<file path="src/imuwfe_pkg.sv">
// ----------------------------------------------------------------------------
// IMU window feature extractor: shared package
// Field widths, register indexes, feature codes and the status word that
// the iterative arithmetic units return to the sequencer.
// ----------------------------------------------------------------------------
`default_nettype none

package imuwfe_pkg;

   // Fixed field widths of the ports.
   localparam int VALUE_W     = 49;
   localparam int INDEX_W     = 4;
   localparam int CSR_INDEX_W = 2;
   localparam int CSR_DATA_W  = 32;
   localparam int WLEN_W      = 11;
   localparam int THRESH_W    = 32;

   // Features are scaled by two to the sixteenth.
   localparam int FRAC_W = 16;

   // Configuration register indexes and reset values.
   localparam logic [CSR_INDEX_W-1:0] REG_WINDOW_LENGTH    = 2'd0;
   localparam logic [CSR_INDEX_W-1:0] REG_CHANGE_THRESHOLD = 2'd1;
   localparam logic [WLEN_W-1:0]      WLEN_RESET           = 11'd50;
   localparam logic [THRESH_W-1:0]    THRESH_RESET         = 32'd655;

   // Feature codes past the per-axis group.
   localparam logic [INDEX_W-1:0] FEAT_ENERGY = 4'd9;
   localparam logic [INDEX_W-1:0] FEAT_CHANGE = 4'd10;
   localparam logic [INDEX_W-1:0] FEAT_RANGE  = 4'd11;

   // Kind of feature within one axis group.
   typedef enum logic [1:0] {
      KIND_MEAN,
      KIND_VAR,
      KIND_PEAK
   } feature_kind_type;

   // Status of an iterative unit.
   typedef struct packed {
      logic busy;
      logic done;
   } unit_status_type;

endpackage

`default_nettype wire

</file>
<file path="src/imuwfe_square.sv">
// ----------------------------------------------------------------------------
// IMU window feature extractor: shared squarer
// One unsigned square per cycle with a registered product.
// ----------------------------------------------------------------------------
`default_nettype none

module imuwfe_square #(
   parameter int OP_W = 32
) (
   input  wire logic              clock,
   input  wire logic [OP_W-1:0]   operand,
   output logic      [2*OP_W-1:0] product
);

   logic [2*OP_W-1:0] product_ff;

   // Register the product so the next use starts from a clean register.
   always_ff @(posedge clock) begin
      product_ff <= operand * operand;
   end

   assign product = product_ff;

endmodule

`default_nettype wire

</file>
<file path="src/imuwfe_isqrt.sv">
// ----------------------------------------------------------------------------
// IMU window feature extractor: iterative square root
// Floor square root, one result bit per cycle, digit by digit.
// ----------------------------------------------------------------------------
`default_nettype none

module imuwfe_isqrt #(
   parameter int SW = 16
) (
   input  wire logic                              clock,
   input  wire logic                              reset,
   input  wire logic                              start,
   input  wire logic [2*SW-1:0]                   radicand,
   output imuwfe_pkg::unit_status_type            status,
   output logic      [SW-1:0]                     root
);

   import imuwfe_pkg::*;

   localparam int CNT_W = $clog2(SW + 1);

   logic             busy_ff;
   logic             done_ff;
   logic [CNT_W-1:0] cnt_ff;
   logic [2*SW-1:0]  rad_ff;
   logic [SW:0]      rem_ff;
   logic [SW-1:0]    root_ff;
   logic [SW+1:0]    rem_sh;
   logic [SW+1:0]    trial;
   logic             fits;

   // Bring down the next two radicand bits and try the next root bit.
   always_comb begin
      rem_sh = {rem_ff[SW-1:0], rad_ff[2*SW-1 -: 2]};
      trial  = {root_ff, 2'b01};
      fits   = rem_sh >= trial;
   end

   // Control: step count and done pulse.
   always_ff @(posedge clock) begin
      if (reset) begin
         busy_ff <= 1'b0;
         done_ff <= 1'b0;
         cnt_ff  <= '0;
      end else begin
         done_ff <= 1'b0;
         if (start) begin
            busy_ff <= 1'b1;
            cnt_ff  <= CNT_W'(SW);
         end else if (busy_ff) begin
            cnt_ff <= cnt_ff - 1'b1;
            if (cnt_ff == CNT_W'(1)) begin
               busy_ff <= 1'b0;
               done_ff <= 1'b1;
            end
         end
      end
   end

   // Datapath: remainder and partial root.
   always_ff @(posedge clock) begin
      if (start) begin
         rad_ff  <= radicand;
         rem_ff  <= '0;
         root_ff <= '0;
      end else if (busy_ff) begin
         rad_ff  <= rad_ff << 2;
         rem_ff  <= fits ? (SW+1)'(rem_sh - trial) : (SW+1)'(rem_sh);
         root_ff <= {root_ff[SW-2:0], fits};
      end
   end

   assign status = '{busy: busy_ff, done: done_ff};
   assign root   = root_ff;

endmodule

`default_nettype wire

</file>
<file path="src/imuwfe_div.sv">
// ----------------------------------------------------------------------------
// IMU window feature extractor: iterative divider
// Unsigned restoring division, one quotient bit per cycle.
// ----------------------------------------------------------------------------
`default_nettype none

module imuwfe_div #(
   parameter int DIVIDEND_W = 58,
   parameter int DIVISOR_W  = 11
) (
   input  wire logic                      clock,
   input  wire logic                      reset,
   input  wire logic                      start,
   input  wire logic [DIVIDEND_W-1:0]     dividend,
   input  wire logic [DIVISOR_W-1:0]      divisor,
   output imuwfe_pkg::unit_status_type    status,
   output logic      [DIVIDEND_W-1:0]     quotient
);

   import imuwfe_pkg::*;

   localparam int CNT_W = $clog2(DIVIDEND_W + 1);

   logic                  busy_ff;
   logic                  done_ff;
   logic [CNT_W-1:0]      cnt_ff;
   logic [DIVIDEND_W-1:0] quo_ff;
   logic [DIVISOR_W-1:0]  rem_ff;
   logic [DIVISOR_W-1:0]  div_ff;
   logic [DIVISOR_W:0]    rem_sh;
   logic                  fits;

   // Shift in the next dividend bit and try a subtract.
   always_comb begin
      rem_sh = {rem_ff, quo_ff[DIVIDEND_W-1]};
      fits   = rem_sh >= {1'b0, div_ff};
   end

   // Control: step count and done pulse.
   always_ff @(posedge clock) begin
      if (reset) begin
         busy_ff <= 1'b0;
         done_ff <= 1'b0;
         cnt_ff  <= '0;
      end else begin
         done_ff <= 1'b0;
         if (start) begin
            busy_ff <= 1'b1;
            cnt_ff  <= CNT_W'(DIVIDEND_W);
         end else if (busy_ff) begin
            cnt_ff <= cnt_ff - 1'b1;
            if (cnt_ff == CNT_W'(1)) begin
               busy_ff <= 1'b0;
               done_ff <= 1'b1;
            end
         end
      end
   end

   // Datapath: the dividend register fills with quotient bits from the bottom.
   always_ff @(posedge clock) begin
      if (start) begin
         quo_ff <= dividend;
         rem_ff <= '0;
         div_ff <= divisor;
      end else if (busy_ff) begin
         quo_ff <= {quo_ff[DIVIDEND_W-2:0], fits};
         rem_ff <= fits ? DIVISOR_W'(rem_sh - {1'b0, div_ff}) : DIVISOR_W'(rem_sh);
      end
   end

   assign status   = '{busy: busy_ff, done: done_ff};
   assign quotient = quo_ff;

endmodule

`default_nettype wire

</file>
<file path="src/imu_window_feature_extractor_unit.sv">
// ----------------------------------------------------------------------------
// IMU window feature extractor: top level
// Accumulates per-window accelerometer statistics and emits twelve scaled
// features at the end of each window.
//
//   Channel   Direction  Word
//   req_      in         one three-axis sample
//   rsp_      out        one feature (index, value, last flag)
//   csr_      in         one register write (index, data)
//
// A sample passes the shared squarer, then the floor square root,
// which yields one bit per cycle.
// A window end adds twelve features; mean, variance, energy and change
// rate each pass the bit-serial divider, and the output can stall.
// Reset is synchronous; it clears the window and loads the register defaults.
// req_ready is low while a sample or a window end is in work; a stalled
// feature word holds until taken. csr_ready is always high.
// ----------------------------------------------------------------------------
`default_nettype none

module imu_window_feature_extractor_unit #(
   parameter int MAX_WINDOW   = 1024,
   parameter int SAMPLE_WIDTH = 16
) (
   input  wire logic                                   clock,
   input  wire logic                                   reset,
   input  wire logic                                   req_valid,
   output logic                                        req_ready,
   input  wire logic signed [SAMPLE_WIDTH-1:0]         req_accel_x,
   input  wire logic signed [SAMPLE_WIDTH-1:0]         req_accel_y,
   input  wire logic signed [SAMPLE_WIDTH-1:0]         req_accel_z,
   output logic                                        rsp_valid,
   input  wire logic                                   rsp_ready,
   output logic        [imuwfe_pkg::INDEX_W-1:0]       rsp_feature_index,
   output logic signed [imuwfe_pkg::VALUE_W-1:0]       rsp_feature_value,
   output logic                                        rsp_last_feature,
   input  wire logic                                   csr_valid,
   output logic                                        csr_ready,
   input  wire logic   [imuwfe_pkg::CSR_INDEX_W-1:0]   csr_index,
   input  wire logic   [imuwfe_pkg::CSR_DATA_W-1:0]    csr_wdata
);

   import imuwfe_pkg::*;

   localparam int SW      = SAMPLE_WIDTH;
   localparam int CW      = $clog2(MAX_WINDOW + 1);
   localparam int CCW     = $clog2(MAX_WINDOW);
   localparam int MW      = SW + 1;
   localparam int SUM_W   = SW + CW;
   localparam int SQ_W    = 2 * SW;
   localparam int SQS_W   = 2 * SW + CW - 1;
   localparam int DW      = SQS_W + FRAC_W;
   localparam int MULW    = SW + FRAC_W;
   localparam int PROD_W  = 2 * MULW;
   localparam int M2_W    = PROD_W - FRAC_W;
   localparam int VW      = ((DW > M2_W) ? DW : M2_W) + 1;

   typedef enum logic [3:0] {
      ST_IDLE,
      ST_SQX,
      ST_SQY,
      ST_SQZ,
      ST_SQSUM,
      ST_ROOT,
      ST_DIFF,
      ST_CHANGE,
      ST_FEAT,
      ST_FDIV,
      ST_FMUL,
      ST_FVAR,
      ST_OUT
   } state_type;

   state_type               state_ff;
   logic [WLEN_W-1:0]       wlen_ff;
   logic [THRESH_W-1:0]     thresh_ff;

   logic signed [SUM_W-1:0] axis_sum_ff [0:2];
   logic [SQS_W-1:0]        axis_sqsum_ff [0:2];
   logic [SW-1:0]           axis_peak_ff [0:2];
   logic [SQS_W-1:0]        energy_ff;
   logic [MW-1:0]           mag_min_ff;
   logic [MW-1:0]           mag_max_ff;
   logic [MW-1:0]           prev_mag_ff;
   logic [MW-1:0]           mag_ff;
   logic [CCW-1:0]          change_ff;
   logic [CW-1:0]           cnt_ff;

   logic [SW-1:0]           abs_x_ff;
   logic [SW-1:0]           abs_y_ff;
   logic [SW-1:0]           abs_z_ff;
   logic [SQ_W-1:0]         sq_ff;

   logic [INDEX_W-1:0]      fidx_ff;
   logic [1:0]              axis_ff;
   feature_kind_type        kind_ff;
   logic [DW-1:0]           q_ff;
   logic [MULW-1:0]         mean_abs_ff;
   logic signed [VALUE_W-1:0] value_ff;

   logic [SW-1:0]           abs_x;
   logic [SW-1:0]           abs_y;
   logic [SW-1:0]           abs_z;
   logic [CW-1:0]           n_eff;
   logic [SQ_W-1:0]         sq_total;
   logic [MW-1:0]           mag_diff;
   logic [MULW-1:0]         mult_op;
   logic [PROD_W-1:0]       product;
   logic                    sqrt_start;
   unit_status_type         sqrt_status;
   logic [SW-1:0]           root;
   logic                    div_start;
   logic [DW-1:0]           div_dividend;
   logic [CW-1:0]           div_divisor;
   unit_status_type         div_status;
   logic [DW-1:0]           quotient;
   logic                    sum_neg;
   logic [SUM_W-1:0]        sum_abs;
   logic signed [DW:0]      q_signed;
   logic signed [DW:0]      mean_val;
   logic [VW-1:0]           var_a;
   logic [VW-1:0]           var_b;
   logic [VW-1:0]           var_val;
   logic                    per_axis;
   logic                    window_done;

   // Absolute sample values; the most negative code maps to its magnitude.
   assign abs_x = req_accel_x[SW-1] ? SW'(-req_accel_x) : SW'(req_accel_x);
   assign abs_y = req_accel_y[SW-1] ? SW'(-req_accel_y) : SW'(req_accel_y);
   assign abs_z = req_accel_z[SW-1] ? SW'(-req_accel_z) : SW'(req_accel_z);

   // Effective window length, clamped to the supported range.
   always_comb begin
      if (wlen_ff < WLEN_W'(2)) begin
         n_eff = CW'(2);
      end else if (32'(wlen_ff) > MAX_WINDOW) begin
         n_eff = CW'(MAX_WINDOW);
      end else begin
         n_eff = CW'(wlen_ff);
      end
   end

   assign sq_total    = sq_ff + product[SQ_W-1:0];
   assign mag_diff    = (mag_ff >= prev_mag_ff) ? mag_ff - prev_mag_ff : prev_mag_ff - mag_ff;
   assign window_done = (CW + 1)'(cnt_ff) + 1'b1 >= (CW + 1)'(n_eff);
   assign per_axis    = fidx_ff < FEAT_ENERGY;

   // Operand of the shared squarer, chosen by the sequencer step.
   always_comb begin
      case (state_ff)
         ST_SQX:  mult_op = MULW'(abs_x_ff);
         ST_SQY:  mult_op = MULW'(abs_y_ff);
         ST_SQZ:  mult_op = MULW'(abs_z_ff);
         ST_DIFF: mult_op = MULW'(mag_diff);
         ST_FMUL: mult_op = mean_abs_ff;
         default: mult_op = '0;
      endcase
   end

   // Divider operands for the current feature.
   always_comb begin
      sum_neg      = axis_sum_ff[axis_ff][SUM_W-1];
      sum_abs      = sum_neg ? SUM_W'(-axis_sum_ff[axis_ff]) : SUM_W'(axis_sum_ff[axis_ff]);
      div_start    = 1'b0;
      div_dividend = '0;
      div_divisor  = n_eff;
      if (state_ff == ST_FEAT) begin
         if (per_axis) begin
            case (kind_ff)
               KIND_MEAN: begin
                  div_start    = 1'b1;
                  div_dividend = DW'({sum_abs, {FRAC_W{1'b0}}});
               end
               KIND_VAR: begin
                  div_start    = 1'b1;
                  div_dividend = DW'({axis_sqsum_ff[axis_ff], {FRAC_W{1'b0}}});
               end
               default: div_start = 1'b0;
            endcase
         end else begin
            case (fidx_ff)
               FEAT_ENERGY: begin
                  div_start    = 1'b1;
                  div_dividend = DW'({energy_ff, {FRAC_W{1'b0}}});
               end
               FEAT_CHANGE: begin
                  div_start    = 1'b1;
                  div_dividend = DW'({change_ff, {FRAC_W{1'b0}}});
                  div_divisor  = n_eff - 1'b1;
               end
               default: div_start = 1'b0;
            endcase
         end
      end
   end

   // Signed mean and clamped variance from the divider and squarer results.
   always_comb begin
      q_signed = $signed({1'b0, quotient});
      mean_val = sum_neg ? -q_signed : q_signed;
      var_a    = VW'(q_ff);
      var_b    = VW'(product[PROD_W-1:FRAC_W]);
      var_val  = (var_a > var_b) ? var_a - var_b : '0;
   end

   assign sqrt_start = state_ff == ST_SQSUM;

   imuwfe_square #(
      .OP_W(MULW)
   ) u_square (
      .clock   (clock),
      .operand (mult_op),
      .product (product)
   );

   imuwfe_isqrt #(
      .SW(SW)
   ) u_isqrt (
      .clock    (clock),
      .reset    (reset),
      .start    (sqrt_start),
      .radicand (sq_total),
      .status   (sqrt_status),
      .root     (root)
   );

   imuwfe_div #(
      .DIVIDEND_W(DW),
      .DIVISOR_W (CW)
   ) u_div (
      .clock    (clock),
      .reset    (reset),
      .start    (div_start),
      .dividend (div_dividend),
      .divisor  (div_divisor),
      .status   (div_status),
      .quotient (quotient)
   );

   // Sequencer, window state and configuration registers.
   always_ff @(posedge clock) begin
      if (reset) begin
         state_ff    <= ST_IDLE;
         wlen_ff     <= WLEN_RESET;
         thresh_ff   <= THRESH_RESET;
         prev_mag_ff <= '0;
         for (int a = 0; a < 3; a++) begin
            axis_sum_ff[a]   <= '0;
            axis_sqsum_ff[a] <= '0;
            axis_peak_ff[a]  <= '0;
         end
         energy_ff  <= '0;
         mag_min_ff <= '1;
         mag_max_ff <= '0;
         change_ff  <= '0;
         cnt_ff     <= '0;
         fidx_ff    <= '0;
         axis_ff    <= '0;
         kind_ff    <= KIND_MEAN;
      end else begin
         if (csr_valid && csr_ready) begin
            if (csr_index == REG_WINDOW_LENGTH) begin
               wlen_ff <= csr_wdata[WLEN_W-1:0];
            end else if (csr_index == REG_CHANGE_THRESHOLD) begin
               thresh_ff <= csr_wdata[THRESH_W-1:0];
            end
         end

         case (state_ff)
            // Take a sample: sums and peaks update at once.
            ST_IDLE: begin
               if (req_valid) begin
                  abs_x_ff       <= abs_x;
                  abs_y_ff       <= abs_y;
                  abs_z_ff       <= abs_z;
                  axis_sum_ff[0] <= axis_sum_ff[0] + SUM_W'(req_accel_x);
                  axis_sum_ff[1] <= axis_sum_ff[1] + SUM_W'(req_accel_y);
                  axis_sum_ff[2] <= axis_sum_ff[2] + SUM_W'(req_accel_z);
                  if (abs_x > axis_peak_ff[0]) axis_peak_ff[0] <= abs_x;
                  if (abs_y > axis_peak_ff[1]) axis_peak_ff[1] <= abs_y;
                  if (abs_z > axis_peak_ff[2]) axis_peak_ff[2] <= abs_z;
                  state_ff <= ST_SQX;
               end
            end
            ST_SQX: state_ff <= ST_SQY;
            // Square results arrive in the step after their operand.
            ST_SQY: begin
               axis_sqsum_ff[0] <= axis_sqsum_ff[0] + SQS_W'(product[SQ_W-1:0]);
               sq_ff            <= product[SQ_W-1:0];
               state_ff         <= ST_SQZ;
            end
            ST_SQZ: begin
               axis_sqsum_ff[1] <= axis_sqsum_ff[1] + SQS_W'(product[SQ_W-1:0]);
               sq_ff            <= sq_total;
               state_ff         <= ST_SQSUM;
            end
            ST_SQSUM: begin
               axis_sqsum_ff[2] <= axis_sqsum_ff[2] + SQS_W'(product[SQ_W-1:0]);
               energy_ff        <= energy_ff + SQS_W'(sq_total);
               state_ff         <= ST_ROOT;
            end
            // Magnitude ready: track its extremes.
            ST_ROOT: begin
               if (sqrt_status.done) begin
                  mag_ff <= MW'(root);
                  if (MW'(root) < mag_min_ff) mag_min_ff <= MW'(root);
                  if (MW'(root) > mag_max_ff) mag_max_ff <= MW'(root);
                  state_ff <= ST_DIFF;
               end
            end
            ST_DIFF: state_ff <= ST_CHANGE;
            // Squared step against the threshold; the first sample never counts.
            ST_CHANGE: begin
               if (cnt_ff != '0 && product > PROD_W'(thresh_ff)) begin
                  change_ff <= change_ff + 1'b1;
               end
               prev_mag_ff <= mag_ff;
               cnt_ff      <= cnt_ff + 1'b1;
               if (window_done) begin
                  fidx_ff  <= '0;
                  axis_ff  <= '0;
                  kind_ff  <= KIND_MEAN;
                  state_ff <= ST_FEAT;
               end else begin
                  state_ff <= ST_IDLE;
               end
            end
            // Start a feature: divide, or load a shifted value directly.
            ST_FEAT: begin
               if (div_start) begin
                  state_ff <= ST_FDIV;
               end else if (per_axis) begin
                  value_ff <= VALUE_W'({axis_peak_ff[axis_ff], {FRAC_W{1'b0}}});
                  state_ff <= ST_OUT;
               end else begin
                  value_ff <= VALUE_W'({mag_max_ff - mag_min_ff, {FRAC_W{1'b0}}});
                  state_ff <= ST_OUT;
               end
            end
            ST_FDIV: begin
               if (div_status.done) begin
                  if (per_axis && kind_ff == KIND_MEAN) begin
                     value_ff    <= VALUE_W'(mean_val);
                     mean_abs_ff <= MULW'(quotient);
                     state_ff    <= ST_OUT;
                  end else if (per_axis) begin
                     q_ff     <= quotient;
                     state_ff <= ST_FMUL;
                  end else begin
                     value_ff <= VALUE_W'(quotient);
                     state_ff <= ST_OUT;
                  end
               end
            end
            ST_FMUL: state_ff <= ST_FVAR;
            ST_FVAR: begin
               value_ff <= VALUE_W'(var_val);
               state_ff <= ST_OUT;
            end
            // Hold the feature word until taken, then step or close the window.
            ST_OUT: begin
               if (rsp_ready) begin
                  if (fidx_ff == FEAT_RANGE) begin
                     for (int a = 0; a < 3; a++) begin
                        axis_sum_ff[a]   <= '0;
                        axis_sqsum_ff[a] <= '0;
                        axis_peak_ff[a]  <= '0;
                     end
                     energy_ff  <= '0;
                     mag_min_ff <= '1;
                     mag_max_ff <= '0;
                     change_ff  <= '0;
                     cnt_ff     <= '0;
                     state_ff   <= ST_IDLE;
                  end else begin
                     fidx_ff <= fidx_ff + 1'b1;
                     case (kind_ff)
                        KIND_MEAN: kind_ff <= KIND_VAR;
                        KIND_VAR:  kind_ff <= KIND_PEAK;
                        default: begin
                           kind_ff <= KIND_MEAN;
                           axis_ff <= axis_ff + 1'b1;
                        end
                     endcase
                     state_ff <= ST_FEAT;
                  end
               end
            end
            default: state_ff <= ST_IDLE;
         endcase
      end
   end

   assign req_ready         = state_ff == ST_IDLE;
   assign rsp_valid         = state_ff == ST_OUT;
   assign rsp_feature_index = fidx_ff;
   assign rsp_feature_value = value_ff;
   assign rsp_last_feature  = fidx_ff == FEAT_RANGE;
   assign csr_ready         = 1'b1;

   // A feature word on the output never overlaps sample intake.
   a_rsp_blocks_req: assert property (@(posedge clock) disable iff (reset)
      rsp_valid |-> !req_ready)
      else $error("sample accepted while a feature word is pending");

   // Once a window holds samples, the magnitude extremes are ordered.
   a_mag_order: assert property (@(posedge clock) disable iff (reset)
      cnt_ff != '0 |-> mag_max_ff >= mag_min_ff)
      else $error("magnitude max below min in an open window");

   // An empty window has no counted changes.
   a_change_empty: assert property (@(posedge clock) disable iff (reset)
      cnt_ff == '0 |-> change_ff == '0)
      else $error("change count nonzero in an empty window");

   // The divider only runs while the sequencer waits on it.
   a_div_owner: assert property (@(posedge clock) disable iff (reset)
      div_status.busy |-> state_ff == ST_FDIV)
      else $error("divider busy outside its wait step");

endmodule

`default_nettype wire

</file>
<file path="config.mk">
export PLATFORM = sky130hd
export DESIGN_NAME = imu_window_feature_extractor_unit
export DESIGN_NICKNAME = d
export VERILOG_FILES = /design/src/imuwfe_pkg.sv /design/src/imuwfe_square.sv /design/src/imuwfe_isqrt.sv /design/src/imuwfe_div.sv /design/src/imu_window_feature_extractor_unit.sv
export SDC_FILE = /design/constraint.sdc
export NUM_CORES = 2
export LEC_CHECK = 0
export BUFFER_PORTS_ARGS = -buffer_cell sky130_fd_sc_hd__buf_2
export CAP_MARGIN = 15
export CELL_PAD_IN_SITES_DETAIL_PLACEMENT = 1
export CELL_PAD_IN_SITES_GLOBAL_PLACEMENT = 1
export CORE_UTILIZATION = 43
export DETAILED_ROUTE_END_ITERATION = 8
export PLACE_DENSITY_LB_ADDON = 0.1
export SYNTH_ARGS = -nofsm -noshare
export SYNTH_HDL_FRONTEND = slang
export SYNTH_SLANG_ARGS = --single-unit
export TNS_END_PERCENT = 50
</file>
<file path="constraint.sdc">
create_clock -name clock -period 24.4 [get_ports clock]
set_clock_uncertainty 0.15 [all_clocks]
set_input_delay 1.22 -clock clock [delete_from_list [all_inputs] [get_ports clock]]
set_output_delay 1.22 -clock clock [all_outputs]
set_load 0.05 [all_outputs]
</file>
After elaboration in Yosys (flattened, before gate mapping) --
Memory sizes are Yosys's and may differ from the RTL's. A register that Yosys moved wholly into a read port is not among the register bits. Index checks and enable logic that the tools add are counted.
Word-level totals: register bits 626, bits in writable memories 255, bits of input ports 87, output and inout port bits 57, logic and storage cells 318, memories 3
Memory list:
- axis_sqsum_ff | depth 3, bits a word 42, read ports 4, clocked after Yosys merged registers in 1, wr ports 3, RTL line imu_window_feature_extractor_unit.sv:79 | logic [SQS_W-1:0] axis_sqsum_ff [0:2];
- axis_sum_ff | depth 3, bits a word 27, read ports 4, clocked after Yosys merged registers in 1, wr ports 3, RTL line imu_window_feature_extractor_unit.sv:78 | logic signed [SUM_W-1:0] axis_sum_ff [0:2];
- axis_peak_ff | depth 3, bits a word 16, read ports 4, clocked after Yosys merged registers in 1, wr ports 3, RTL line imu_window_feature_extractor_unit.sv:80 | logic [SW-1:0] axis_peak_ff [0:2];
Cells by class: $add $sub $neg 27, multiply operators 1, magnitude comparators 14, eq/ne operators 32, mux-type cells 148, bitwise gates (word level) 23, reduce and logical (&&, ||, !) cells 35
Operator list (count):
- 2-to-1 mux 42 bit | 8
- 2-to-1 mux 49 bit | 6
- 2-to-1 mux 58 bit | 4
- one-hot mux 58 bit (2 select lines) | 2
- 2-to-1 mux 27 bit | 7
- adder 42 x 32 -> 42 bit | 4
- 2-to-1 mux 16 bit | 10
- one-hot mux 32 bit (5 select lines) | 1
- 2-to-1 mux 17 bit | 9
- one-hot mux 49 bit (3 select lines) | 1
- 2-to-1 mux 11 bit | 8
- one-hot mux 42 bit (2 select lines) | 1
- adder 27 x 16 -> 27 bit | 3
- one-hot mux 17 bit (2 select lines) | 2
- > comparator 64 x 32 -> 1 bit | 1
- multiplier 32 x 32 -> 64 bit | 1
- 2-to-1 mux 32 bit | 2
- one-hot mux 32 bit (2 select lines) | 1
- > comparator 58 x 48 -> 1 bit | 1
- one-hot mux 4 bit (13 select lines) | 1
- negation 49 bit | 1
- subtractor 49 x 48 -> 49 bit | 1
- > comparator 16 bit | 3
- negation 16 bit | 3
- other kinds (58) | 199

Longest topological paths before layout --
depth in word-level cells 10, mapped depth 47, mapped depth without buffers 42

Cells and area by module --
Synthesis repeated with hierarchy kept, for this count alone.
Second synthesis, totals: cells, all modules 9555, area, all modules 88713.8 um^2
By module, submodules not included:
- imu_window_feature_extractor_unit | instances 1, cells each 5612, area each 49954.2 um^2, sequential area each 18097.4 um^2
- imuwfe_square | instances 1, cells each 3260, area each 30780.8 um^2, sequential area each 1261.2 um^2
- imuwfe_div | instances 1, cells each 319, area each 4214.0 um^2, sequential area each 2452.4 um^2
- imuwfe_isqrt | instances 1, cells each 364, area each 3764.9 um^2, sequential area each 1741.7 um^2

Least setup slack after synthesis --
OpenSTA, ideal clock, no wires.
path type register -> register, start point reg prev_mag_ff[1], end point reg u_square.product_ff[51], in the netlist u_square.product[51], library setup time 72 ps, arrival time 10198 ps, required time 24178 ps, path slack 13980 ps, cell stages (with the launch flop) 39, buffers on the path 3, period minus slack after synthesis 10420 ps, cell sequence dfxtp_1 > inv_1 > ha_1 > and2b_1 > a221oi_2 > o21ai_2 > a311oi_4 > o31a_1 > buf_6 > mux2_2 > or3_2 > a31oi_2 > buf_2 > buf_2 > nor2_1 > fa_1 > fa_1 > inv_1 > (+3 left out) > inv_1 > fa_1 > fa_1 > inv_1 > fa_1 > inv_1 > ha_1 > a21oi_1 > o21ai_0 > a211oi_1 > nor3_1 > a311oi_1 > o21bai_1 > a21oi_1 > o21ai_0 > a21bo_2 > a21oi_1 > xnor2_1
Between the ends: word-level cells in the longest chain between the ends 4, elaborated cells between the ends (all ways) 6, classes of those cells 2 x add/sub; 1 x mul; 1 x order compare; 2 x mux
Ends and longest elaborated chain:
- start: declaration | RTL line imu_window_feature_extractor_unit.sv:84 | logic [MW-1:0] prev_mag_ff;
- start signal: assignment | RTL line imu_window_feature_extractor_unit.sv:317 | prev_mag_ff <= mag_ff;
- subtractor 16 x 16 -> 17 bit / >= comparator 16 bit (equally long branches) | RTL line imu_window_feature_extractor_unit.sv:144 | assign mag_diff = (mag_ff >= prev_mag_ff) ? mag_ff - prev_mag_ff : prev_mag_ff - mag_ff;
- 2-to-1 mux 17 bit (*) | RTL line imu_window_feature_extractor_unit.sv:144
- one-hot mux 32 bit (5 select lines) (*) | RTL line imu_window_feature_extractor_unit.sv:150 | case (state_ff)
- multiplier 32 x 32 -> 64 bit (*) | RTL line imuwfe_square.sv:19 | product_ff <= operand * operand;
- end signal: assignment | RTL line imuwfe_square.sv:19
- end: declaration | RTL line imuwfe_square.sv:15 | logic [2*OP_W-1:0] product_ff;
Mark *: on every way between the ends. The rest lies on a longest branch, timed or not. A chain may end at the register's enable or synchronous reset.

Final worst setup path --
start point reg prev_mag_ff[1], end point reg u_square.product_ff[58], in the netlist u_square.product[58]
The elaborated chain is that of the path after synthesis.

==> impl_metrics.env <==
export IMPL_outcome="completed"
export IMPL_synth_adder_area_share_pct=29.9
export IMPL_p_int_mw=3.51
export IMPL_cts_path_max_buffers=3
export IMPL_syn2layout_area_growth_pct=8.71
export IMPL_seq_power_share_pct=31.8
export IMPL_layout_setup_ws_ps=11890
export IMPL_yosys_register_bits=881
export IMPL_seq_area_frac_synth_pct=27.2
export IMPL_finalSetupViolations=0
export IMPL_fin_total_pwr_mw=5.80
export IMPL_comb_power_share_pct=39.3
export IMPL_whs_ps=303
export IMPL_rsz0062_at_grt="false"
export IMPL_critPathTopFamily="adder cells"
export IMPL_fin_tns_setup_ps=0
export IMPL_rows=164
export IMPL_hold_buffers=0
export IMPL_required_ps=24890
export IMPL_use_met1_pct=40.0
export IMPL_coreArea_um2=200000
export IMPL_critical_path_buf_inv_count=10
export IMPL_detailed_place_hpwl_mm=247
export IMPL_syn_area_um2=86700
export IMPL_reg2reg_slack_ps=11890
export IMPL_maxCapViolations=0
export IMPL_die_width_um=451
export IMPL_peakVddDrop_mv=0.0685
export IMPL_clockRootBuffer="clkbuf_16"
export IMPL_worstSkewPairLatency_ps=790
export IMPL_leakage_nw=43.4
export IMPL_syn_inst=9485
export IMPL_fill_cells=23000
export IMPL_pwr_share_clk_pct=28.9
export IMPL_grt_overflow=0
export IMPL_clock_sinks=881
export IMPL_grt_pass1_vias=74700
export IMPL_worstReg2RegStart="prev_mag_ff[1]"
export IMPL_tritoncts="yes"
export IMPL_grt_util_met2_pct=51.0
export IMPL_clkTransAtPathRegs_ps=60
export IMPL_track_usage_pct=30.9
export IMPL_grt_busiest_layer="met2"
export IMPL_grt_antenna_before_repair=22
export IMPL_holdPathStages=0
export IMPL_cpPeakStageDelay_ps=850
export IMPL_fmax_ghz=0.0799
export IMPL_num_vias=69800
export IMPL_synth_simple_area_share_pct=14.0
export IMPL_io_buffers=142
export IMPL_finalWirelength_mm=314
export IMPL_synthMuxAreaShare_pct=1.57
export IMPL_synth_top_family_by_area="adder cells"
export IMPL_switchingPower_mw=2.29
export IMPL_syn_num_nets=11200
export IMPL_io_pins=144
export IMPL_die_h_um=451
export IMPL_synth_xor_area_share_pct=5.35
export IMPL_grt_max_degree=75
export IMPL_cpMostUsedCell="inv_1"
export IMPL_layout_nets=11200
export IMPL_ys_async_sr_fraction_pct=0
export IMPL_min_delay_start="u_div.quotient[51]"
export IMPL_met3_usage_pct=3.74
export IMPL_synth_compound_area_share_pct=14.3
export IMPL_regToRegEndpoint="u_square.product[58]"
export IMPL_worst_pin_slew_ps=1260
export IMPL_drt_iter0_drc=4580
export IMPL_reg2regPathDepth=39
export IMPL_hp_class="reg -> reg"
export IMPL_pre_cts_slack_ps=12080
export IMPL_antenna_left=0
export IMPL_route_detailed_drc=0
export IMPL_hold_viol_final=0
export IMPL_postCtsSetupBuffers=0
export IMPL_crit_arrival_ps=13010
export IMPL_initial_core_util_pct=43.4
export IMPL_holdPathEnd="q_ff[51]"
export IMPL_cts_resized=0
export IMPL_vias_per_cell=5.68
export IMPL_maxSlewHeadroom_pct=15.8
export IMPL_wl_per_cell_um=25.6
export IMPL_die_area_um2=204000
export IMPL_power_density_nw_per_um2=61.5
export IMPL_yosys_most_used_dff="edfxtp_1"
export IMPL_crit_path_start_kind="register"
export IMPL_finalCritPeriodShare_pct=51.3
export IMPL_worst_setup_path_end_kind="register"
export IMPL_crit_fanout=17
export IMPL_drive_above_1_share_pct=6.09
export IMPL_yosys_warnings=0
export IMPL_min_period_ps=12510
export IMPL_final_max_slew_violation_count=0
export IMPL_drt_pass1_iter_count=5
export IMPL_syn_area_per_cell_um2=9.15
export IMPL_slowest_stage="nor4b_1"
export IMPL_numCtsBuffers=106
export IMPL_synthDistinctLibCells=96
export IMPL_p_sw_share_pct=39.5
export IMPL_gp_congestion=0.944
export IMPL_worst_setup_path_type="reg -> reg"
export IMPL_htreeDepth=3
export IMPL_grt_pass1_wl_mm=474
export IMPL_synth_edf_count=591
[placed cells by master (no fill, tap or decap), drive strengths merged, types with 282 or more instances in the layout]
master,n
edfxtp,591
fa,809
ha,779
a21oi,582
buf,282
dfxtp,290
o21ai,432
nand2,888
inv,1404
xnor2,294
nor2,843
[sequential cells by signal (all words and copies together) (netlist names), 17 cells and up, named ones only]
name,cells
axis_peak_ff,48
axis_sqsum_ff,126
axis_sum_ff,81
energy_ff,42
mag_min_ff,17
mean_abs_ff,32
q_ff,58
rsp_feature_value,49
sq_ff,32
thresh_ff,32
u_div.quotient,58
u_isqrt.rad_ff,32
u_square.product,63
[synth_stat cells, types with 42 or more instances]
master    instances  area [µm²]
fa_1            809       16200
o21bai_1         54         405
clkbuf_1        285        1070
nand3_1         118         591
mux2i_1         116        1160
dfxtp_1         290        5810
a31oi_1          50         313
a211oi_1         61         458
and3_1           77         482
edfxtp_1        591       17700
and2_1          166        1040
a22oi_1          58         435
o22ai_1          47         294
nor2_1          833        3130
a21oi_1         580        2900
xor2_1          236        2070
nand4_1          75         469
nand2_1         888        3330
o21ai_0         429        2150
nor3_1          118         591
inv_1          1393        5230
a21o_1          245        1840
a221oi_1         42         368
nor2b_1          71         444
ha_1            779        9750
o31ai_1          49         368
or3_1            62         388
o21a_1           66         495
xnor2_1         294        2570
nand2b_1         92         576
[power by group through the flow]
stage	Clock (mW)	Sequential, mW	Combinational, mW
final	1.67	1.85	2.28
after detailed placement	0	1.87	2.24
after floorplan	0	1.81	1.56
after global routing	1.75	1.85	2.52
after global placement	0	1.87	2.18
after CTS	1.70	1.84	2.26
[layout make-up]
class,instances,area [µm²],share of cell area [%]
clock inverter,63,687,0.728
timing repair buffer,282,1770,1.88
clock buffer,136,2950,3.13
antenna,13,32.5,0.0345
multi-input combinational,6850,56700,60.1
sequential,881,23600,25.0
inverter,1405,5270,5.59
tap,2656,3320,3.52
[per-layer routing]
metal | wire [µm] | up-vias
li1 | - | 32000
met1 | 134000 | 35500
met2 | 147000 | 1812
met3 | 15900 | 544
met4 | 17100 | 6
met5 | 42 | -
[through the flow]
| step | std cells | cell area [µm²] | util, % |
|---|---|---|---|
| finish | 12300 | 94300 | 47.1 |
| global route | 12300 | 94300 | 47.1 |
| CTS | 12300 | 94300 | 47.1 |
| detailed placement | 12100 | 90600 | 45.3 |
| global placement | 12100 | 90600 | 45.3 |
| floorplan | 9485 | 86700 | - |
[kinds of logic (layout without fill, tap and decap cells)]
logic type,Yosys count,count (layout)
DFF,881,881
AOI/OAI and AO/OA,1947,1947
and+or+nand+nor,2650,2650
adders and majority gates,1588,1588
buffers and inverters,1754,1886
xor gates and xnor gates,530,530
other,1,14
muxes,134,134
[how the worst max path moves through the flow]
| stage | startpoint | end | slack [ps] | cells after the start |
|---|---|---|---|---|
| floorplan | prev_mag_ff[1] | u_square.product[51] | 13980 | 38 |
| global placement | prev_mag_ff[1] | u_square.product[58] | 12290 | 39 |
| detailed placement | prev_mag_ff[1] | u_square.product[51] | 12080 | 42 |
| CTS | prev_mag_ff[1] | u_square.product[51] | 12000 | 40 |
| global route | prev_mag_ff[1] | u_square.product[51] | 11260 | 42 |
| finish | prev_mag_ff[1] | u_square.product[58] | 11890 | 39 |
Power figures use the tool's default switching activity.
